`src/hdl/burning_ship_escape_time_core_defines.svh`:
```
// assertion macros for the burning ship escape-time core
// included by modules that carry concurrent checks; no other dependencies
`ifndef BURNING_SHIP_ESCAPE_TIME_CORE_DEFINES_SVH
`define BURNING_SHIP_ESCAPE_TIME_CORE_DEFINES_SVH

`ifndef ASSERT_OFF
// property holds at every rising clock edge outside reset
`define BSET_ASSERT(lbl, clk, rstn, prop, msg) \
    lbl: assert property (@(posedge clk) disable iff (!rstn) (prop)) else $error(msg);
// antecedent implies consequent in the next cycle
`define BSET_ASSERT_NEXT(lbl, clk, rstn, ante, cons, msg) \
    lbl: assert property (@(posedge clk) disable iff (!rstn) (ante) |=> (cons)) \
        else $error(msg);
`else
`define BSET_ASSERT(lbl, clk, rstn, prop, msg)
`define BSET_ASSERT_NEXT(lbl, clk, rstn, ante, cons, msg)
`endif

`endif

```
`src/hdl/bset_pkg.sv`:
```
// shared types and constants for the burning ship escape-time core
// no dependencies; used by every stage module and the top level
package bset_pkg;

    localparam int unsigned FRAC_BITS = 28;
    localparam int unsigned CNT_W     = 11;
    localparam int unsigned TAG_W     = 2;

    localparam logic [CNT_W-1:0] ITER_CAP       = 11'd1024;
    localparam logic [CNT_W-1:0] MAX_ITER_RESET = 11'd256;
    // 2.0 in Q.28 and 4.0 in Q.56
    localparam logic [31:0]      TWO_Q28        = 32'h2000_0000;
    localparam logic [60:0]      FOUR_Q56       = 61'h0400_0000_0000_0000;

    // one pixel circulating in the iteration ring
    typedef struct packed {
        logic              valid;
        logic              done;
        logic [TAG_W-1:0]  tag;
        logic [31:0]       cr;     // signed Q4.28
        logic [31:0]       ci;     // signed Q4.28
        logic [31:0]       zr;     // magnitude, Q.28, always non-negative
        logic [32:0]       zi;     // signed Q.28
        logic [CNT_W-1:0]  count;
        logic [CNT_W-1:0]  limit;
    } t_slot;

    // after magnitude stage
    typedef struct packed {
        t_slot       s;
        logic [29:0] ar;
        logic [29:0] ai;
    } t_mag;

    // after multiply stage, products in Q.56
    typedef struct packed {
        t_slot       s;
        logic [59:0] sr;
        logic [59:0] si;
        logic [59:0] pr;
    } t_mul;

    // after escape stage, terms back in Q.28
    typedef struct packed {
        t_slot       s;
        logic [32:0] dq;       // signed, floor((sr - si) / 2^28)
        logic [32:0] pq;       // unsigned, (2 * ar * ai) >> 28
    } t_esc;

endpackage

```
`src/hdl/bset_mag_stage.sv`:
```
// ring stage 1: limit check, part magnitudes and early escape on large parts
// depends on bset_pkg
module bset_mag_stage (
    input  logic           i_clk,
    input  logic           i_rst_n,
    input  bset_pkg::t_slot i_slot,
    output bset_pkg::t_mag  o_mag
);

    bset_pkg::t_mag r_mag;
    bset_pkg::t_mag n_mag;
    logic [32:0]    ai_full;
    logic           big;
    logic           exhausted;

    // magnitudes and stop conditions
    always_comb begin
        ai_full   = i_slot.zi[32] ? 33'(-i_slot.zi) : i_slot.zi;
        big       = (i_slot.zr > bset_pkg::TWO_Q28) || (ai_full > {1'b0, bset_pkg::TWO_Q28});
        exhausted = (i_slot.count >= i_slot.limit);
        n_mag     = '{s: i_slot, ar: i_slot.zr[29:0], ai: ai_full[29:0]};
        if (i_slot.valid && !i_slot.done && (exhausted || big)) begin
            n_mag.s.done = 1'b1;
        end
    end

    always_ff @(posedge i_clk) begin
        if (!i_rst_n) begin
            r_mag.s.valid <= 1'b0;
        end else begin
            r_mag <= n_mag;
        end
    end

    assign o_mag = r_mag;

endmodule

```
`config.mk`:
```
export PLATFORM = sky130hd
export DESIGN_NAME = bset_mag_stage
export DESIGN_NICKNAME = d
export VERILOG_FILES = /design/src/hdl/burning_ship_escape_time_core_defines.svh /design/src/hdl/bset_pkg.sv /design/src/hdl/bset_mag_stage.sv
export SDC_FILE = /design/constraint.sdc
export NUM_CORES = 1
export LEC_CHECK = 0
export BUFFER_PORTS_ARGS = -buffer_cell sky130_fd_sc_hd__buf_4
export CORE_MARGIN = 3
export CORE_UTILIZATION = 35
export DETAILED_ROUTE_END_ITERATION = 12
export PLACE_DENSITY = 0.76
export SLEW_MARGIN = 20
export SYNTH_ARGS = -nofsm -noshare
export SYNTH_HDL_FRONTEND = slang
export SYNTH_SLANG_ARGS = --single-unit
```
`constraint.sdc`:
```
create_clock -name i_clk -period 4.08 [get_ports i_clk]
set_clock_uncertainty 0.15 [all_clocks]
set_input_delay 0.612 -clock i_clk [delete_from_list [all_inputs] [get_ports i_clk]]
set_output_delay 0.612 -clock i_clk [all_outputs]
set_load 0.005 [all_outputs]
```
### After elaboration in Yosys (flattened, before gate mapping)

Index checks and enable logic that the tools add are counted.

* register bits after elaboration: 215
* input bits: 157
* output and inout bits: 215
* word-level logic and storage cells: 21

* $add $sub $neg: 1
* magnitude comparators: 3
* mux-type cells: 1
* reduce and logical (&&, ||, !) cells: 5

Operators with widths (number)
* $gt A33 B30 Y1 const B: 1
* $mux W33: 1
* $neg A33 Y33: 1
* $gt A32 B30 Y1 const B: 1
* $ge A11 B11 Y1: 1
* $logic_and A1 B1 Y1: 2
* $logic_or A1 B1 Y1: 2
* $logic_not A1 Y1: 1

### Depth between registers and ports, before layout

Gate-level depths: netlist (run 1).

* depth after elaboration: 6
* mapped depth: 11
* mapped depth without buffers: 10

### Least setup slack after synthesis (run 1)

OpenSTA, ideal clock, no wires.

* kind: input -> register
* start point: in i_slot[23] (netlist name)
* end point: reg r_mag (netlist bit o_mag[213]) (data pin)
* setup time: 259 ps
* data arrival time: 3064 ps
* path slack: 607 ps
* stages: 11
* path buffers: 1
* cell sequence: inv_1 ha_1 or4b_4 or4_1 buf_2 o31ai_4 xnor2_1 or3_1 nor4_2 a41oi_1 a211o_1

* longest elaborated chain between the ends: 6

Ends and longest elaborated chain
* start, declared: RTL line bset_mag_stage.sv:6 `input bset_pkg::t_slot i_slot,`
* $neg A33 Y33: RTL line bset_mag_stage.sv:18 `ai_full = i_slot.zi[32] ? 33'(-i_slot.zi) : i_slot.zi;`
* $mux W33: RTL line bset_mag_stage.sv:18
* named net ai_full[20]: RTL line bset_mag_stage.sv:12 `logic [32:0] ai_full;`
* $gt A33 B30 Y1: RTL line bset_mag_stage.sv:19 `big = (i_slot.zr > bset_pkg::TWO_Q28) || (ai_full > {1'b0, bset_pkg::TWO_Q28});`
* $logic_or A1 B1 Y1: RTL line bset_mag_stage.sv:19
* $logic_or A1 B1 Y1: RTL line bset_mag_stage.sv:22 `if (i_slot.valid && !i_slot.done && (exhausted || big)) begin`
* $logic_and A1 B1 Y1: RTL line bset_mag_stage.sv:22
* end signal, assigned: RTL line bset_mag_stage.sv:31 `r_mag <= n_mag;`
* end, declared: RTL line bset_mag_stage.sv:10 `bset_pkg::t_mag r_mag;`

The timed path passes the listed nets, and every way through them passes these cells.
A chain may end at the register's enable or synchronous reset.

### Worst setup path in the final report (run 1)

Same ends and word-level chain as after synthesis.

==> results of run 1 <==
## layout make-up
cell class | count | area, sq um
clock buffers | 17 | 425.4
clock inverters | 14 | 115.1
fillers | 1680 | 9220
inverters | 17 | 63.81
multi-input cells | 181 | 1286
flip-flops and latches | 184 | 5515
well taps | 265 | 331.6
repair buffers | 374 | 2824
## per-stage QoR
stage                     instances  util, %
after floorplan                 424        -
after global placement         1021    50.66
after detailed placement       1021    50.66
after CTS                      1052    53.39
after global routing           1052    53.39
final                          1052    53.39
## layout by cell type (no fill, tap or decap), types with 2 or more instances in the layout
master	n
a211oi_1	2
a21oi_1	4
a41oi_1	2
buf_4	372
clkbuf_16	17
clkinv_1	2
clkinvlp_4	4
edfxtp_1	183
ha_1	13
inv_1	17
inv_6	4
inv_8	3
nand2_1	22
nand2b_1	2
nand3_1	7
nand4_1	6
nor2_1	10
nor2b_1	3
nor3_1	10
nor4_1	11
nor4_2	2
o21a_1	2
o21ai_0	15
o31ai_1	8
o41ai_1	6
or3_1	6
or4_1	5
xnor2_1	29
## per-layer routing
| layer | track usage [%] | vias up |
|---|---|---|
| met3 | 5.469 | 17 |
| met1 | 22.91 | 2395 |
| met5 | 0 | - |
| met4 | 5.538 | 0 |
| li1 | - | 2306 |
| met2 | 31.05 | 225 |
## cell families (layout without fill, tap and decap cells)
group / Yosys count / in the layout / share of synthesized area (%)
DFF: 184 / 184 / 77.24
adders and majority gates: 13 / 13 / 2.278
muxes: 1 / 1 / 0.1402
AOI/OAI and AO/OA: 46 / 46 / 4.889
and+or+nand+nor: 92 / 92 / 7.150
buffers and inverters: 59 / 422 / 4.748
xor gates and xnor gates: 29 / 29 / 3.557
## path summary, 6_finish.rpt
check	from	end	slack, ns	depth (start not counted)
worst max-delay path	i_slot[23]	o_mag[213]$_SDFFCE_PP1P_	0.58	11
worst min-delay path	i_slot[117]	o_mag[177]$_DFFE_PP_	0.21	1
## report_power, final
group	switching, mW	internal (mW)
clock network	0.749	0.793
logic	0.266	0.345
registers	0.0525	2.26
==> results.json, run 1 <==
{
  "synth.distinct_cells": 43,
  "top_layer": "met4",
  "syn_inst": 424,
  "drtIter0Drc": 266,
  "grt_remaining_overflow": 0,
  "total_power_mw": 4.465,
  "pre_cts_slack_ns": 0.1419,
  "synth_most_common_cell": "edfxtp_1",
  "die_h_um": 148.8,
  "finalSetupViolations": 0,
  "async_reset_ff_share_pct": 0,
  "cts_tree": "yes",
  "status": "finished clean",
  "ir_worst_vdd_v": 0.0002989,
  "cts_buffer_depth": 2,
  "start_util_pct": 36.10,
  "synthesis.area_sq_mm": 0.007141,
  "cts.repair.resized": 0,
  "drv_cap": 0,
  "slowest_stage": "or4_1",
  "antenna_found_initial": 0,
  "crit_buf_inv": 2,
  "avgSynthCellArea_sq_um": 16.84,
  "yosysTopAreaCell": "edfxtp_1",
  "wl_met2_um": 11020,
  "rsz0062_at_grt": "no",
  "crit_type": "input port to flop",
  "hpwl_um": 16790,
  "drt-met1-wl_um": 8452,
  "start_kind": "input port",
  "met3WireLength_um": 1605,
  "synth_top_cell_area_share_pct": 76.96,
  "cts_setup_buffers": 0,
  "slew_headroom_pct": 48.69,
  "htree_num_levels": 4,
  "core_region_area_sq_mm": 0.01978,
  "finalNetCount": 945,
  "io_pins": 372,
  "vias": 4943,
  "numPortBuffers": 371,
  "gp_congestion": 0.8249,
  "powerDensity_mw_per_mm2": 422.7,
  "final.setup.worst_slack_ns": 0.5772,
  "fin_area_sq_mm": 0.01056,
  "worstPathRequired_ns": 4.10,
  "grtUsageTotal_pct": 18.36,
  "ant_nets": 0,
  "fin_crit_ns": 3.503,
  "cts_root_buf": "clkbuf_16",
  "path_max_fanout": 6,
  "grt_pass1_vias": 4914,
  "clock_sinks": 184,
  "synth_edf_count": 183,
  "syn_nets": 594,
  "final_hold_viol_count": 0,
  "dieArea_sq_mm": 0.02215,
  "ys_seq_elements": 184,
  "worstPathArrival_ns": 3.53,
  "p_leak_nw": 4.288,
  "hold_path_class": "input port to flop",
  "critPathTopFamily": "simple AND/OR/NAND/NOR gates",
  "crit_chain": "buf_4 > inv_1 > ha_1 > or4b_4 > or4_1 > o31ai_4 > xnor2_1 > or3_1 > nor4_2 > a41oi_1 > a211o_1",
  "cts_inserted_buffers": 17,
  "ys_top_cells_by_count": "edfxtp_1, buf_4, xnor2_1",
  "num_rows": 51,
  "totalWireLength_um": 21410,
  "largest_reg_flops": 184,
  "final_layout_size_suffix_gt1_share_pct": 52.10,
  "grt_pass1_wl_um": 30100,
  "yosys-top-cells-area": "edfxtp_1, xnor2_1, buf_4",
  "wl_per_cell_um": 20.35,
  "fmax_mhz": 285.5,
  "drv_slew": 0,
  "ys_seq_area_share_pct": 77.24,
  "dieWidth_um": 148.8,
  "via_per_inst": 4.699,
  "synthToLayoutAreaGrowth_pct": 47.91,
  "cts_hold_buffers": 0,
  "end_kind": "flop",
  "ys.flop_type": "edfxtp_1",
  "finalSetupTns_ns": 0,
  "place_area_sq_mm": 0.01002,
  "remaining_drc_errors": 0,
  "slowest_delay_ns": 0.58,
  "diodes": 0,
  "clk_pin_slew_worst_paths_ns": 0.07,
  "fin_crit_sh_pct": 85.85,
  "first_pass_iters": 4,
  "fin_hold_ws_ns": 0.2107,
  "yosysWarnings": 0,
  "tightest_slew_ns": 0.7697,
  "grt_max_degree": 82
}
No activity file was read; power rests on OpenSTA's default activity.
==> run 2, diff against run 1 <==
Settings changed: CELL_PAD_IN_SITES_DETAIL_PLACEMENT set to 0, CELL_PAD_IN_SITES_GLOBAL_PLACEMENT set to 1, PLACE_DENSITY 0.76 to 0.9.
==> run 2 against run 1 <==
Compared with the run above:
- final cell count is essentially flat
- non-clock buffer count is the same
- clock power grew 4%
- sequential cell count is the same
- first-iteration DRC count grew 24%
- sequential power is essentially flat
- count of clock-buffer cells in the layout is the same
- global-route usage is essentially flat
- combinational power is essentially flat
- sequential share of layout area shrank 0.20 points
- critical path type unchanged
==> results.json, run 2 (synthesis gave the netlist of run 1 again) <==
{
  "final_layout_size_suffix_gt1_share_pct": 52.41,
  "cts_inserted_buffers": 17,
  "clk_pin_slew_worst_paths_ns": 0.07,
  "path_max_fanout": 6,
  "end_kind": "flop",
  "hold_path_class": "input port to flop",
  "worstPathRequired_ns": 4.10,
  "status": "finished clean",
  "fin_hold_ws_ns": 0.2101,
  "synthToLayoutAreaGrowth_pct": 48.48,
  "worstHoldStart": "i_slot[106]",
  "drtIter0Drc": 331,
  "finalSetupTns_ns": 0,
  "final_cell_mix": "buf_4, edfxtp_1, xnor2_1",
  "fin_crit_sh_pct": 85.79,
  "finalNetCount": 945,
  "num_rows": 51,
  "cts_buffer_depth": 2,
  "start_kind": "input port",
  "diodes": 0,
  "wl_per_cell_um": 20.25,
  "die_h_um": 148.8,
  "worstPathArrival_ns": 3.52,
  "grt_pass1_vias": 4943,
  "gp_congestion": 0.8214,
  "core_region_area_sq_mm": 0.01978,
  "cts_tree": "yes",
  "largest_reg_flops": 184,
  "slowest_delay_ns": 0.58,
  "via_per_inst": 4.736,
  "drv_cap": 0,
  "grt_max_degree": 91,
  "slew_headroom_pct": 63.72,
  "postLayoutCoreUtil_pct": 53.60,
  "fin_crit_ns": 3.500,
  "finalSetupViolations": 0,
  "nFillCells": 1672,
  "cts_root_buf": "clkbuf_16",
  "io_pins": 372,
  "regArea_sq_mm": 0.005515,
  "final_hold_viol_count": 0,
  "multiInputGateArea_sq_mm": 0.001286,
  "grt_remaining_overflow": 0,
  "rsz0062_at_grt": "no",
  "remaining_drc_errors": 0,
  "layout_commonest_cell": "buf_4",
  "fmax_mhz": 285.7,
  "crit_chain": "buf_4 > inv_1 > ha_1 > or4b_4 > or4_1 > o31ai_4 > xnor2_1 > or3_1 > nor4_2 > a41oi_1 > a211o_1",
  "ir_worst_vdd_v": 0.0002641,
  "antenna_found_initial": 0,
  "numPortBuffers": 371,
  "cts_setup_buffers": 0,
  "start_util_pct": 36.10,
  "htree_num_levels": 4,
  "slowest_stage": "or4_1",
  "crit_type": "input port to flop",
  "first_pass_iters": 6,
  "dieWidth_um": 148.8,
  "cts_hold_buffers": 0,
  "tightest_slew_ns": 0.5442,
  "totalWireLength_um": 21330,
  "p_leak_nw": 4.317,
  "hpwl_um": 16740,
  "grtUsageTotal_pct": 18.33,
  "clock_sinks": 184,
  "hold_depth": 1,
  "drv_slew": 0,
  "grt_pass1_wl_um": 30220,
  "powerDensity_mw_per_mm2": 426.0,
  "cts.repair.resized": 0,
  "startpoint": "i_slot[23]",
  "hold_end": "o_mag[166]$_DFFE_PP_",
  "dieArea_sq_mm": 0.02215,
  "ant_nets": 0,
  "vias": 4987
}
[run 2: how the worst max path moves through the flow]
| stage | to | slack, ns | cells after the start |
|---|---|---|---|
| 2_1_floorplan | o_mag[213]$_SDFFCE_PP1P_ | 0.61 | 11 |
| 3_5_place_dp | o_mag[213]$_SDFFCE_PP1P_ | 0.16 | 11 |
| 4_1_cts | o_mag[213]$_SDFFCE_PP1P_ | 0.61 | 11 |
| 5_1_grt | o_mag[213]$_SDFFCE_PP1P_ | 0.37 | 10 |
| 6_report | o_mag[213]$_SDFFCE_PP1P_ | 0.58 | 11 |
| 3_3_place_gp | o_mag[213]$_SDFFCE_PP1P_ | 0.22 | 11 |
[run 2: area by class of cell]
type / count / share of cell area (%)
multi-input cells: 181 / 12.13
clock inverters: 15 / 1.475
repair buffers: 374 / 26.63
flip-flops and latches: 184 / 52.02
clock buffers: 17 / 4.012
inverters: 17 / 0.6018
well taps: 265 / 3.127
[run 2: through the flow]
step	cells	power [mW]	setup slack, ns	instance area [sq um]
after global routing	1053	4.710	0.3743	10600
after floorplan	424	2.493	0.6072	7141
after detailed placement	1021	2.969	0.1590	10020
after global placement	1021	2.958	0.2220	10020
final	1053	4.517	0.5796	10600
after CTS	1053	4.574	0.6079	10600
[run 2: metal layers]
layer	up-vias	track usage, %	part of all wire (%)
met5	-	0	0
met4	0	5.858	2.4
met3	26	5.044	7.3
met2	215	32.55	52
met1	2442	21.65	38
li1	2304	-	-
[run 2: where the power goes]
part	total (mW)	switching, mW	internal [mW]
Sequential	2.31	0.0509	2.26
Combinational	0.611	0.266	0.345
Clock	1.60	0.779	0.819
[run 2: critical path: cells and delay by family]
family | cells | cell delay (ns)
adder cells (fa/ha/maj) | 1 | 0.22
XOR/XNOR | 1 | 0.10
AND/OR/NAND/NOR | 4 | 1.66
buffers and inverters | 2 | 0.21
AO/OA/AOI/OAI | 3 | 0.72
