File: src/hdl/burning_ship_escape_time_core_defines.svh
// assertion macros for the burning ship escape-time core
// included by modules that carry concurrent checks; no other dependencies
`ifndef BURNING_SHIP_ESCAPE_TIME_CORE_DEFINES_SVH
`define BURNING_SHIP_ESCAPE_TIME_CORE_DEFINES_SVH

`ifndef ASSERT_OFF
// property holds at every rising clock edge outside reset
`define BSET_ASSERT(lbl, clk, rstn, prop, msg) \
    lbl: assert property (@(posedge clk) disable iff (!rstn) (prop)) else $error(msg);
// antecedent implies consequent in the next cycle
`define BSET_ASSERT_NEXT(lbl, clk, rstn, ante, cons, msg) \
    lbl: assert property (@(posedge clk) disable iff (!rstn) (ante) |=> (cons)) \
        else $error(msg);
`else
`define BSET_ASSERT(lbl, clk, rstn, prop, msg)
`define BSET_ASSERT_NEXT(lbl, clk, rstn, ante, cons, msg)
`endif

`endif

File: src/hdl/bset_pkg.sv
// shared types and constants for the burning ship escape-time core
// no dependencies; used by every stage module and the top level
package bset_pkg;

    localparam int unsigned FRAC_BITS = 28;
    localparam int unsigned CNT_W     = 11;
    localparam int unsigned TAG_W     = 2;

    localparam logic [CNT_W-1:0] ITER_CAP       = 11'd1024;
    localparam logic [CNT_W-1:0] MAX_ITER_RESET = 11'd256;
    // 2.0 in Q.28 and 4.0 in Q.56
    localparam logic [31:0]      TWO_Q28        = 32'h2000_0000;
    localparam logic [60:0]      FOUR_Q56       = 61'h0400_0000_0000_0000;

    // one pixel circulating in the iteration ring
    typedef struct packed {
        logic              valid;
        logic              done;
        logic [TAG_W-1:0]  tag;
        logic [31:0]       cr;     // signed Q4.28
        logic [31:0]       ci;     // signed Q4.28
        logic [31:0]       zr;     // magnitude, Q.28, always non-negative
        logic [32:0]       zi;     // signed Q.28
        logic [CNT_W-1:0]  count;
        logic [CNT_W-1:0]  limit;
    } t_slot;

    // after magnitude stage
    typedef struct packed {
        t_slot       s;
        logic [29:0] ar;
        logic [29:0] ai;
    } t_mag;

    // after multiply stage, products in Q.56
    typedef struct packed {
        t_slot       s;
        logic [59:0] sr;
        logic [59:0] si;
        logic [59:0] pr;
    } t_mul;

    // after escape stage, terms back in Q.28
    typedef struct packed {
        t_slot       s;
        logic [32:0] dq;       // signed, floor((sr - si) / 2^28)
        logic [32:0] pq;       // unsigned, (2 * ar * ai) >> 28
    } t_esc;

endpackage

File: src/hdl/bset_esc_stage.sv
// ring stage 3: |z|^2 escape test and scaling of the new terms to Q.28
// depends on bset_pkg
module bset_esc_stage (
    input  logic           i_clk,
    input  logic           i_rst_n,
    input  bset_pkg::t_mul i_mul,
    output bset_pkg::t_esc o_esc
);

    bset_pkg::t_esc     r_esc;
    bset_pkg::t_esc     n_esc;
    logic [60:0]        mag_sq;
    logic signed [60:0] diff;

    // escape compare and floor of the difference of squares
    always_comb begin
        mag_sq = {1'b0, i_mul.sr} + {1'b0, i_mul.si};
        diff   = $signed({1'b0, i_mul.sr}) - $signed({1'b0, i_mul.si});
        n_esc  = '{s: i_mul.s, dq: diff[60:28], pq: i_mul.pr[59:27]};
        if (i_mul.s.valid && !i_mul.s.done && (mag_sq > bset_pkg::FOUR_Q56)) begin
            n_esc.s.done = 1'b1;
        end
    end

    always_ff @(posedge i_clk) begin
        if (!i_rst_n) begin
            r_esc.s.valid <= 1'b0;
        end else begin
            r_esc <= n_esc;
        end
    end

    assign o_esc = r_esc;

endmodule

File: config.mk
export PLATFORM = sky130hd
export DESIGN_NAME = bset_esc_stage
export DESIGN_NICKNAME = d
export VERILOG_FILES = /design/src/hdl/burning_ship_escape_time_core_defines.svh /design/src/hdl/bset_pkg.sv /design/src/hdl/bset_esc_stage.sv
export SDC_FILE = /design/constraint.sdc
export NUM_CORES = 1
export LEC_CHECK = 0
export ABC_AREA = 0
export BUFFER_PORTS_ARGS = -buffer_cell sky130_fd_sc_hd__buf_2
export CORE_ASPECT_RATIO = 0.7
export CORE_MARGIN = 2
export CORE_UTILIZATION = 24
export CTS_CLUSTER_SIZE = 40
export DETAILED_ROUTE_END_ITERATION = 10
export SLEW_MARGIN = 20
export SYNTH_ARGS = -nofsm -noshare
export SYNTH_HDL_FRONTEND = slang
export SYNTH_SLANG_ARGS = --single-unit
File: constraint.sdc
create_clock -name i_clk -period 8.9 [get_ports i_clk]
set_clock_uncertainty 0.2 [all_clocks]
set_input_delay 2.225 -clock i_clk [delete_from_list [all_inputs] [get_ports i_clk]]
set_output_delay 2.225 -clock i_clk [all_outputs]
set_load 0.05 [all_outputs]
# After elaboration in Yosys (flattened, before gate mapping)
# Index checks and enable logic that the tools add are counted.
[totals]
register_bits = 221
in_bits = 337
out_inout_bits = 221
wordCells = 17
[classes]
add_sub_neg = 2
magnitude_cmp = 1
reduce_logical = 3
[ops]
columns = ["cell", "n"]
rows = [
  ["60-bit by 60-bit adder with 61-bit output", 1],
  ["61-bit by 59-bit greater-than comparator with 1-bit output (second input constant)", 1],
  ["60-bit by 60-bit subtractor with 61-bit output", 1],
  ["1-bit logical AND", 2],
  ["1-bit logical NOT", 1],
]

# Depth between registers and ports, before layout
# Gate-level depths: netlist of the first run.
[logic_depth]
word_depth = 3
ltp_mapped = 15
depth_no_buf = 13

# Worst setup path after synthesis of the first run
# OpenSTA, ideal clock, no wires.
[synth_path]
path_kind = "input -> register"
startpoint = "input port i_mul[60] in the netlist's numbering"
endpoint = "register r_esc, in the netlist o_esc[219] (data pin)"
setup_time_ns = 0.267
arrival_time_ns = 4.928
required_time_ns = 8.433
slack_ns = 3.505
stages = 12
path_buffers = 0
path_cell_list = "ha_1 > fa_1 > nor2b_1 > o31ai_1 > o211ai_1 > o21ai_1 > o211ai_1 > o311ai_1 > a21oi_1 > o31a_1 > nor4_1 > a31oi_1"
[synth_via]
elab_chain_cells = 3
[synth_rtl]
columns = ["item", "line", "source"]
rows = [
  ["start, declared", "bset_esc_stage.sv:6", "input bset_pkg::t_mul i_mul,"],
  ["60-bit by 60-bit adder with 61-bit output", "bset_esc_stage.sv:17", "mag_sq = {1'b0, i_mul.sr} + {1'b0, i_mul.si};"],
  ["61-bit by 59-bit greater-than comparator with 1-bit output", "bset_esc_stage.sv:20", "if (i_mul.s.valid && !i_mul.s.done && (mag_sq > bset_pkg::FOUR_Q56)) begin"],
  ["1-bit logical AND", "bset_esc_stage.sv:20", ""],
  ["end signal, assigned", "bset_esc_stage.sv:29", "r_esc <= n_esc;"],
  ["end, declared", "bset_esc_stage.sv:10", "bset_pkg::t_esc r_esc;"],
]
# No other way between the ends.
# A chain may end at the register's enable or synchronous reset.

# Worst setup path after layout of the first run
# Ends and elaborated chain as after synthesis.

==> flow_metrics.tcl, run 1 <==
set metrics [dict create \
    drc_errors 0 \
    ioPinCount 558 \
    syn_avg_cell_area_um2 9.94 \
    detail_route.vias_per_cell 5.11 \
    grt_pass1_wl_mm 86.8 \
    placeableCoreArea_mm2 0.0613 \
    drtIter0Drc 1530 \
    setup_ws_ns 1.61 \
    io_buffers 530 \
    startpoint "i_mul[60]" \
    power_after_layout_mw 3.52 \
    power.internal_mw 2.17 \
    worst_setup_path_endpoint "o_esc[219]$_SDFFCE_PP1P_" \
    tightest_slew_ns 1.20 \
    dieWidth_um 301 \
    die_area_mm2 0.0640 \
    hold_ws_ns 1.65 \
    period_share 0.819 \
    clkSinkCount 221 \
    outcome "finished clean" \
    fp.dieH_um 212 \
    p_leak_nw 8.08 \
    worstPathArrival_ns 7.36 \
    grt_max_degree 151 \
    post_cts_hold_buffers 0 \
    synth.largest_area_cell "edfxtp_1" \
    clock-root-buffer "clkbuf_16" \
    post_route_cells_drive_above_1_share 0.313 \
    netlist_instances 1496 \
    power.switching_fraction 0.383 \
    min_period_ns 7.29 \
    maxClockFrequency_ghz 0.137 \
    postSynthRegisterBits 221 \
    setup_ws_pre_cts_ns 1.42 \
    finalCoreUtilization 0.312 \
    overall_track_demand_over_capacity_in_global_routing 0.182 \
    crit_type "in2reg" \
    max_cap_violations 0 \
    net-switching-power_mw 1.35 \
    worst_slew_margin_rel 0.197 \
    ctsResizeCount 0 \
    path_clk_slew_ns 0.06 \
    clock_group_share_of_total_power 0.294 \
    cts_setup_buffers 0 \
    dpl_wire_length_mm 51.6 \
    multiInputGateArea_mm2 0.00752 \
    netlist-cell-type-count 93 \
    cp-start-kind "primary input" \
    dp.cells 2791 \
    grt_use_met3 0.0546 \
    synth_area_mm2 0.0149 \
    ctsHtreeMaxLevel 1 \
    routed-via-count 14500 \
    area_growth_syn_to_layout_pct 28.9 \
    clock_tree_buffer_depth 3 \
    gp_congestion 0.962 \
    rsz0062_at_grt "false" \
    timing.hold.worst.class "in2reg" \
    power.ir.vdd_worst_mv 0.137 \
    critPathMaxFanout 3 \
    synth_top_flop_cell "edfxtp_1" \
    detail_route.first_pass.iterations 6 \
    finalNetCount 2458 \
    setup-tns-final_ns 0 \
    routed_wl_mm 62.7 \
    start_util 0.242 \
    final_cells 2842 \
    finalMaxSlewViolations 0 \
    largest_register_ffs 221 \
    synth-async-reset-ratio 0 \
    mappedNetlistNets 1954 \
    antenna_found_initial 28 \
    layout.filler_cells 6496 \
    yosysTopAreaCellShare 0.444 \
    most_crowded_layer_gr "met2" \
    timing.critical_path.required_ns 8.97 \
    ys.warnings.count 0 \
    synth.yosys.seq_area_share 0.446 \
    cp-end-kind "register" \
    detailed_place.area_mm2 0.0183 \
    report.final.setup_viol 0 \
    floorplan.rows 76 \
    overflow 0 \
    first_global_vias 13400 \
    final_area_mm2 0.0192 \
    cts_tree "built" \
    route.antenna.remaining_nets 0 \
    timing_hold_violations_final 0 \
    seq_power_share 0.365 \
    synth-edff-count 220 \
    combined_flip_flop_and_latch_cell_area_mm2 0.00663 \
    tritoncts.num_buffers 26 \
    power.density_mw_per_mm2 184 \
    met2_usage 0.268 \
    route.detailed.wl_per_inst_um 22.0 \
    global_route.usage.met1 0.265 \
    synth_area_leaders "edfxtp_1 44%, ha_1 10%, a21oi_1 3.8%" \
    comb_power_share 0.341 \
]
## how the worst min path moves through the flow
stage                           from                    to  slack (ns)  cells past startpoint
final                      i_mul[59]   o_esc[32]$_DFFE_PP_        1.65                      1
after global routing       i_mul[59]   o_esc[32]$_DFFE_PP_        1.62                      1
after CTS                 i_mul[310]  o_esc[196]$_DFFE_PP_        1.61                      1
after detailed placement  i_mul[230]  o_esc[116]$_DFFE_PP_        2.20                      1
after global placement    i_mul[200]   o_esc[86]$_DFFE_PP_        2.20                      1
after floorplan            i_mul[27]    o_esc[0]$_DFFE_PP_        2.12                      0
## synthesized netlist by cell type, types with 14 or more instances
library cell and number:
a21o_1 23, nor3_1 32, nand2b_1 15, o21ai_1 23
o211ai_1 18, a31oi_1 18, a211oi_1 16, nand3_1 32
and2_1 14, nor2_1 134, nor2b_1 44, nand4_1 20
buf_2 22, o21ai_0 58, clkbuf_1 29, o21bai_1 19
nand2_1 92, a21oi_1 113, nor4_1 41, o31ai_1 23
inv_1 104, edfxtp_1 220, ha_1 120, xnor2_1 34
## power groups by stage
stage	sequential, mW	clock [mW]	combinational (mW)
floorplan	1.64	0	0.453
global placement	1.30	0	1.18
detailed placement	1.31	0	1.18
CTS	1.29	1.09	1.19
global route	1.29	1.12	1.27
finish	1.28	1.03	1.20
## cells in the final DEF (no fill, tap or decap), types with 9 or more instances in the layout
master and count:
a31oi_1 18, a2111oi_0 12, clkbuf_16 27, nand2b_1 15, xnor2_1 34, o21a_1 10
a211oi_1 16, o211ai_1 18, and3_1 12, nor3_1 32, a21o_1 23, nor2b_1 44
inv_1 104, ha_1 120, o31ai_1 23, o21ai_0 58, buf_2 529, o21bai_1 19
nor2_1 134, nand4_1 20, a211o_1 9, o21ai_1 23, nor4_1 41, inv_2 9
edfxtp_1 220, and2_1 14, a21oi_1 113, nand2_1 92, nand3_1 32
## worst max-delay path, cell delays in order
cell      delay (ns)
buf_2           0.11
ha_1            0.23
fa_1            0.40
nor2b_1         0.17
o31ai_1         0.55
o211ai_1        0.31
o21ai_1         0.33
o211ai_1        0.34
o311ai_1        0.89
nand2_1         0.19
xnor2_1         0.53
o211ai_1        0.31
nor4_1          0.59
a31oi_1         0.17
## kinds of logic (layout without fill, tap and decap cells)
group                      Yosys count  in the layout  synth area share
AOI/OAI and AO/OA                  442            442             0.203
buffers and inverters              174            697            0.0481
other                                0              4                 0
and+or+nand+nor                    487            487             0.169
muxes                               11             11           0.00774
xor gates and xnor gates            40             40            0.0236
DFF                                221            221             0.446
adders and majority gates          121            121             0.102
## cell type report
class,instances,share of cell area
multi-input combinational,1101,0.393
sequential,221,0.346
timing repair buffer,537,0.142
tap,819,0.0535
clock buffer,30,0.0359
inverter,113,0.0221
clock inverter,17,0.00699
antenna,4,0.000523
## routing by layer
layer | share of wire | wire length (um)
met2 | 0.43 | 26700
met5 | 0.0024 | 149
met1 | 0.44 | 27900
met3 | 0.11 | 6920
met4 | 0.017 | 1060
No activity file was read; power rests on OpenSTA's default activity.
==> run 2, diff against run 1 <==
==> constraint.sdc (replaced) <==
create_clock -name i_clk -period 7.36 [get_ports i_clk]
set_clock_uncertainty 0.2 [all_clocks]
set_input_delay 1.84 -clock i_clk [delete_from_list [all_inputs] [get_ports i_clk]]
set_output_delay 1.84 -clock i_clk [all_outputs]
set_load 0.05 [all_outputs]
==> run 2 against run 1 <==
Against the previous run: critical path depth increased by 1; worst setup slack got worse by 0.46 ns; utilization grew 0.21 points; via count rose by 1.1%; first-iteration DRC count up 6.6%; sequential power rose by 21%; non-clock buffer count grew 13; cell count up 0.49%; sequential share of layout area fell by 0.23 points; flip-flop and latch count did not move; critical path type unchanged.
==> flow_metrics.tcl, run 2 (synthesized netlist as in run 1, its figures left out) <==
set metrics [dict create \
    outcome "finished clean" \
    worst_slew_margin_rel 0.283 \
    clock_tree_buffer_depth 3 \
    maxClockFrequency_ghz 0.161 \
    timing_hold_violations_final 0 \
    routed-via-count 14700 \
    floorplan.rows 76 \
    drc_errors 0 \
    cts_setup_buffers 0 \
    most-common-layout-cells "529 x buf_2, 220 x edfxtp_1, 134 x nor2_1" \
    layout_commonest_cell "buf_2" \
    path_clk_slew_ns 0.06 \
    cp-start-kind "primary input" \
    worstPathArrival_ns 6.31 \
    timing.critical_path.required_ns 7.46 \
    io_buffers 530 \
    p_leak_nw 8.16 \
    power_after_layout_mw 4.32 \
    clkSinkCount 221 \
    finalMaxSlewViolations 0 \
    fp.dieH_um 212 \
    period_share 0.845 \
    grt_pass1_wl_mm 87.8 \
    final_cells 2856 \
    max_cap_violations 0 \
    routed_wl_mm 63.2 \
    detail_route.vias_per_cell 5.14 \
    tritoncts.num_buffers 27 \
    finalNetCount 2472 \
    post_cts_hold_buffers 0 \
    antenna_found_initial 27 \
    detail_route.first_pass.iterations 5 \
    largest_register_ffs 221 \
    placeableCoreArea_mm2 0.0613 \
    timing.hold.worst.class "in2reg" \
    start_util 0.242 \
    route.detailed.wl_per_inst_um 22.1 \
    rsz0062_at_grt "false" \
    layout.filler_cells 6448 \
    cp-end-kind "register" \
    crit_type "in2reg" \
    die_area_mm2 0.0640 \
    dieWidth_um 301 \
    drtIter0Drc 1631 \
    route.antenna.remaining_nets 0 \
    overflow 0 \
    hold_ws_ns 1.24 \
    post_route_cells_drive_above_1_share 0.316 \
    cts_tree "built" \
    overall_track_demand_over_capacity_in_global_routing 0.184 \
    power.density_mw_per_mm2 224 \
    first_global_vias 13400 \
    dp.cells 2804 \
    ioPinCount 558 \
    dpl_wire_length_mm 51.9 \
    min_period_ns 6.22 \
    ctsHtreeMaxLevel 1 \
    clock-root-buffer "clkbuf_16" \
    area_growth_syn_to_layout_pct 29.7 \
    report.final.setup_viol 0 \
    setup-tns-final_ns 0 \
    ctsResizeCount 0 \
    critPathMaxFanout 5 \
    grt_max_degree 122 \
    power.ir.vdd_worst_mv 0.187 \
    tightest_slew_ns 1.07 \
    gp_congestion 0.961 \
]
==> run 2: cell count changes in the layout (fill, tap and decap cells not counted), moves of 2 or more <==
cell / delta
buf_4: +13
clkbuf_1: -3
clkinv_1: +6
clkinv_2: -2
diode_2: -2
inv_8: +3
==> run 2: through the flow <==
step / utilization / area [um2] / setup slack (ns)
detailed placement: 0.300 / 18400 / 0.811
finish: 0.314 / 19300 / 1.14
floorplan: - / 14900 / 2.35
CTS: 0.314 / 19300 / 1.38
global placement: 0.300 / 18400 / 0.838
global route: 0.314 / 19300 / 0.991
==> run 2: path summary, 6_finish.rpt <==
kind              slack [ns]       start  cells after the start                        to
setup / recovery        1.14   i_mul[60]                     15  o_esc[219]$_SDFFCE_PP1P_
hold / removal          1.24  i_mul[242]                      1      o_esc[128]$_DFFE_PP_
==> run 2: routing by layer <==
metal  global-route usage  wire length [um]  vias up
met5                    0               150        -
met4               0.0297              1090       24
met3               0.0502              6840       97
met2                0.270             26700      816
met1                0.270             28500     7046
li1                     -                 -     6689
==> run 2: report_power, final <==
| group | switching (mW) | leakage, nW | internal (mW) |
|---|---|---|---|
| sequential | 0.0303 | 2.16 | 1.52 |
| clock | 0.583 | 0.420 | 0.718 |
| combinational | 1.06 | 5.58 | 0.399 |
==> run 2: critical path: stages <==
cell and delay [ns]:
buf_2 0.11, ha_1 0.23, fa_1 0.41, nor2b_1 0.17
o311ai_1 0.44, nand2_1 0.15, a41oi_1 0.71, o221ai_1 0.36
o21ai_1 0.24, a21oi_1 0.12, nor3_1 0.48, nand4_1 0.16
nor4_1 0.60, buf_4 0.21, a31oi_1 0.08
==> run 2: cell type report <==
| cell class | instances | area, um2 | share of cell area |
|---|---|---|---|
| well taps | 819 | 1020 | 0.0531 |
| flip-flops and latches | 221 | 6630 | 0.344 |
| clock inverters | 23 | 180 | 0.00934 |
| repair buffers | 550 | 2830 | 0.146 |
| clock buffers | 27 | 676 | 0.0350 |
| multi-input cells | 1101 | 7520 | 0.390 |
| diodes | 2 | 5.00 | 0.000260 |
| inverters | 113 | 424 | 0.0220 |
==> run 3, diff against run 2 <==
==> constraint.sdc (replaced) <==
create_clock -name i_clk -period 5.9 [get_ports i_clk]
set_clock_uncertainty 0.2 [all_clocks]
set_input_delay 1.475 -clock i_clk [delete_from_list [all_inputs] [get_ports i_clk]]
set_output_delay 1.475 -clock i_clk [all_outputs]
set_load 0.05 [all_outputs]
==> run 3 against run 2 <==
Against the previous run: total power is 24% higher; cell count is 2.5% higher; design area is 2.7% higher; routed wire length is 1.4% higher; sequential share of layout area is 0.91 points lower; die area stayed put; sequential power is 25% higher; global-route usage is 0.38 points higher; utilization is 0.85 points higher; first-iteration DRC count is 2.9% higher; clock power is 18% higher; largest cell class unchanged.
==> flow_metrics.tcl, run 3 (synthesized netlist as in run 1, its figures left out) <==
set metrics [dict create \
    tritoncts.num_buffers 25 \
    most-common-layout-cells "529 x buf_2, 220 x edfxtp_1, 134 x nor2_1" \
    comb_power_share 0.352 \
    largest_register_ffs 221 \
    crit_type "in2reg" \
    timing_hold_violations_final 0 \
    ctsResizeCount 0 \
    cp-end-kind "register" \
    overflow 0 \
    cp-start-kind "primary input" \
    path_clk_slew_ns 0.07 \
    min_period_ns 5.69 \
    worstPathCellList "buf_2 > inv_1 > ha_1 > nor4_1 > and2_1 > o211ai_1 > a311oi_1 > buf_4 > o21ai_1 > mux2i_1 > nor3_1 > buf_4 > nand4_1 > nor4_1 > buf_4 > a31oi_1" \
    post_cts_hold_buffers 0 \
    finalMaxSlewViolations 0 \
    final_cells 2928 \
    power.internal_mw 3.32 \
    report.final.setup_viol 0 \
    power.ir.vdd_worst_mv 0.229 \
    grt_use_met3 0.0601 \
    clock_tree_buffer_depth 3 \
    most_crowded_layer_gr "met1" \
    dpl_wire_length_mm 53.7 \
    period_share 0.964 \
    ctsHtreeMaxLevel 1 \
    finalNetCount 2545 \
    cts_setup_buffers 0 \
    timing.critical_path.buf_inv 5 \
    io_buffers 530 \
    detail_route.vias_per_cell 5.07 \
    rsz0062_at_grt "false" \
    power.density_mw_per_mm2 271 \
    p_leak_nw 8.49 \
    antenna_found_initial 27 \
    global_route.usage.met1 0.274 \
    clock-root-buffer "clkbuf_16" \
    grt_max_degree 98 \
    gp_congestion 0.960 \
    crit_path_max_incr_delay_ns 1.00 \
    first_global_vias 13700 \
    finalCoreUtilization 0.323 \
    clkSinkCount 221 \
    routed-via-count 14800 \
    worstPathArrival_ns 5.78 \
    floorplan.rows 76 \
    dp.cells 2879 \
    cts_tree "built" \
    routed_wl_mm 64.1 \
    drtIter0Drc 1678 \
    dieWidth_um 301 \
    timing.hold.worst.class "in2reg" \
    tightest_slew_ns 1.20 \
    met2_usage 0.272 \
    net-switching-power_mw 2.04 \
    post_route_cells_drive_above_1_share 0.339 \
    die_area_mm2 0.0640 \
    worst_path_dominant_cell_family "simple AND/OR/NAND/NOR gates" \
    slowest_stage "nor4_1" \
    ioPinCount 558 \
    start_util 0.242 \
    placeableCoreArea_mm2 0.0613 \
    max_cap_violations 0 \
    fp.dieH_um 212 \
    worst_slew_margin_rel 0.193 \
    detail_route.first_pass.iterations 5 \
    route.detailed.wl_per_inst_um 21.9 \
    area_growth_syn_to_layout_pct 33.3 \
    clock_group_share_of_total_power 0.287 \
    grt_pass1_wl_mm 89.1 \
    layout_commonest_cell "buf_2" \
    power.switching_fraction 0.381 \
    seq_power_share 0.361 \
    drc_errors 0 \
    critPathMaxFanout 8 \
    overall_track_demand_over_capacity_in_global_routing 0.188 \
    route.antenna.remaining_nets 0 \
    worst_path_most_repeated_cell "buf_4" \
    outcome "finished clean" \
    maxClockFrequency_ghz 0.176 \
    timing.critical_path.required_ns 5.99 \
]
run 3: cell count changes in the layout (fill, tap and decap cells not counted), sizes merged, moves of 2 or more:
| cell | delta |
|---|---|
| inv | -2 |
| clkinv | -8 |
| clkbuf | +4 |
| buf | +75 |
run 3: cell type report:
cell class,count,area [um2]
tap,819,1020
multi-input combinational,1101,7520
timing repair buffer,625,3400
sequential,221,6630
antenna,3,7.51
inverter,113,424
clock buffer,31,648
clock inverter,15,154
fill,6352,41500
run 3: per-layer routing:
layer  part of all wire  vias to the layer above  wire, um
met3               0.12                       88      7400
met2               0.42                      782     26800
li1                   -                     6828         -
met1               0.45                     7109     28700
met5             0.0024                        -       156
met4              0.017                       26      1060
run 3: through the flow:
stage	instance area, um2	setup TNS (ns)	power (mW)	worst slack, ns	hold WS [ns]
floorplan	14900	0	3.16	1.25	1.37
global placement	19000	-0.205	3.82	-0.205	1.45
detailed placement	19000	-0.104	3.83	-0.104	1.45
CTS	19800	0	5.42	0.474	0.853
global route	19800	0	5.62	0.0600	0.860
finish	19800	0	5.37	0.214	0.894
run 3: final timing paths:
kind	startpoint	end	slack, ns	cells past startpoint
max	i_mul[72]	o_esc[219]$_SDFFCE_PP1P_	0.21	16
min	i_mul[296]	o_esc[182]$_DFFE_PP_	0.89	1
run 3: power groups by stage:
stage	Combinational [mW]	Clock (mW)	Sequential, mW
floorplan	0.684	0	2.48
global placement	1.85	0	1.97
detailed placement	1.86	0	1.97
CTS	1.87	1.61	1.94
global route	2.00	1.67	1.95
finish	1.89	1.54	1.94
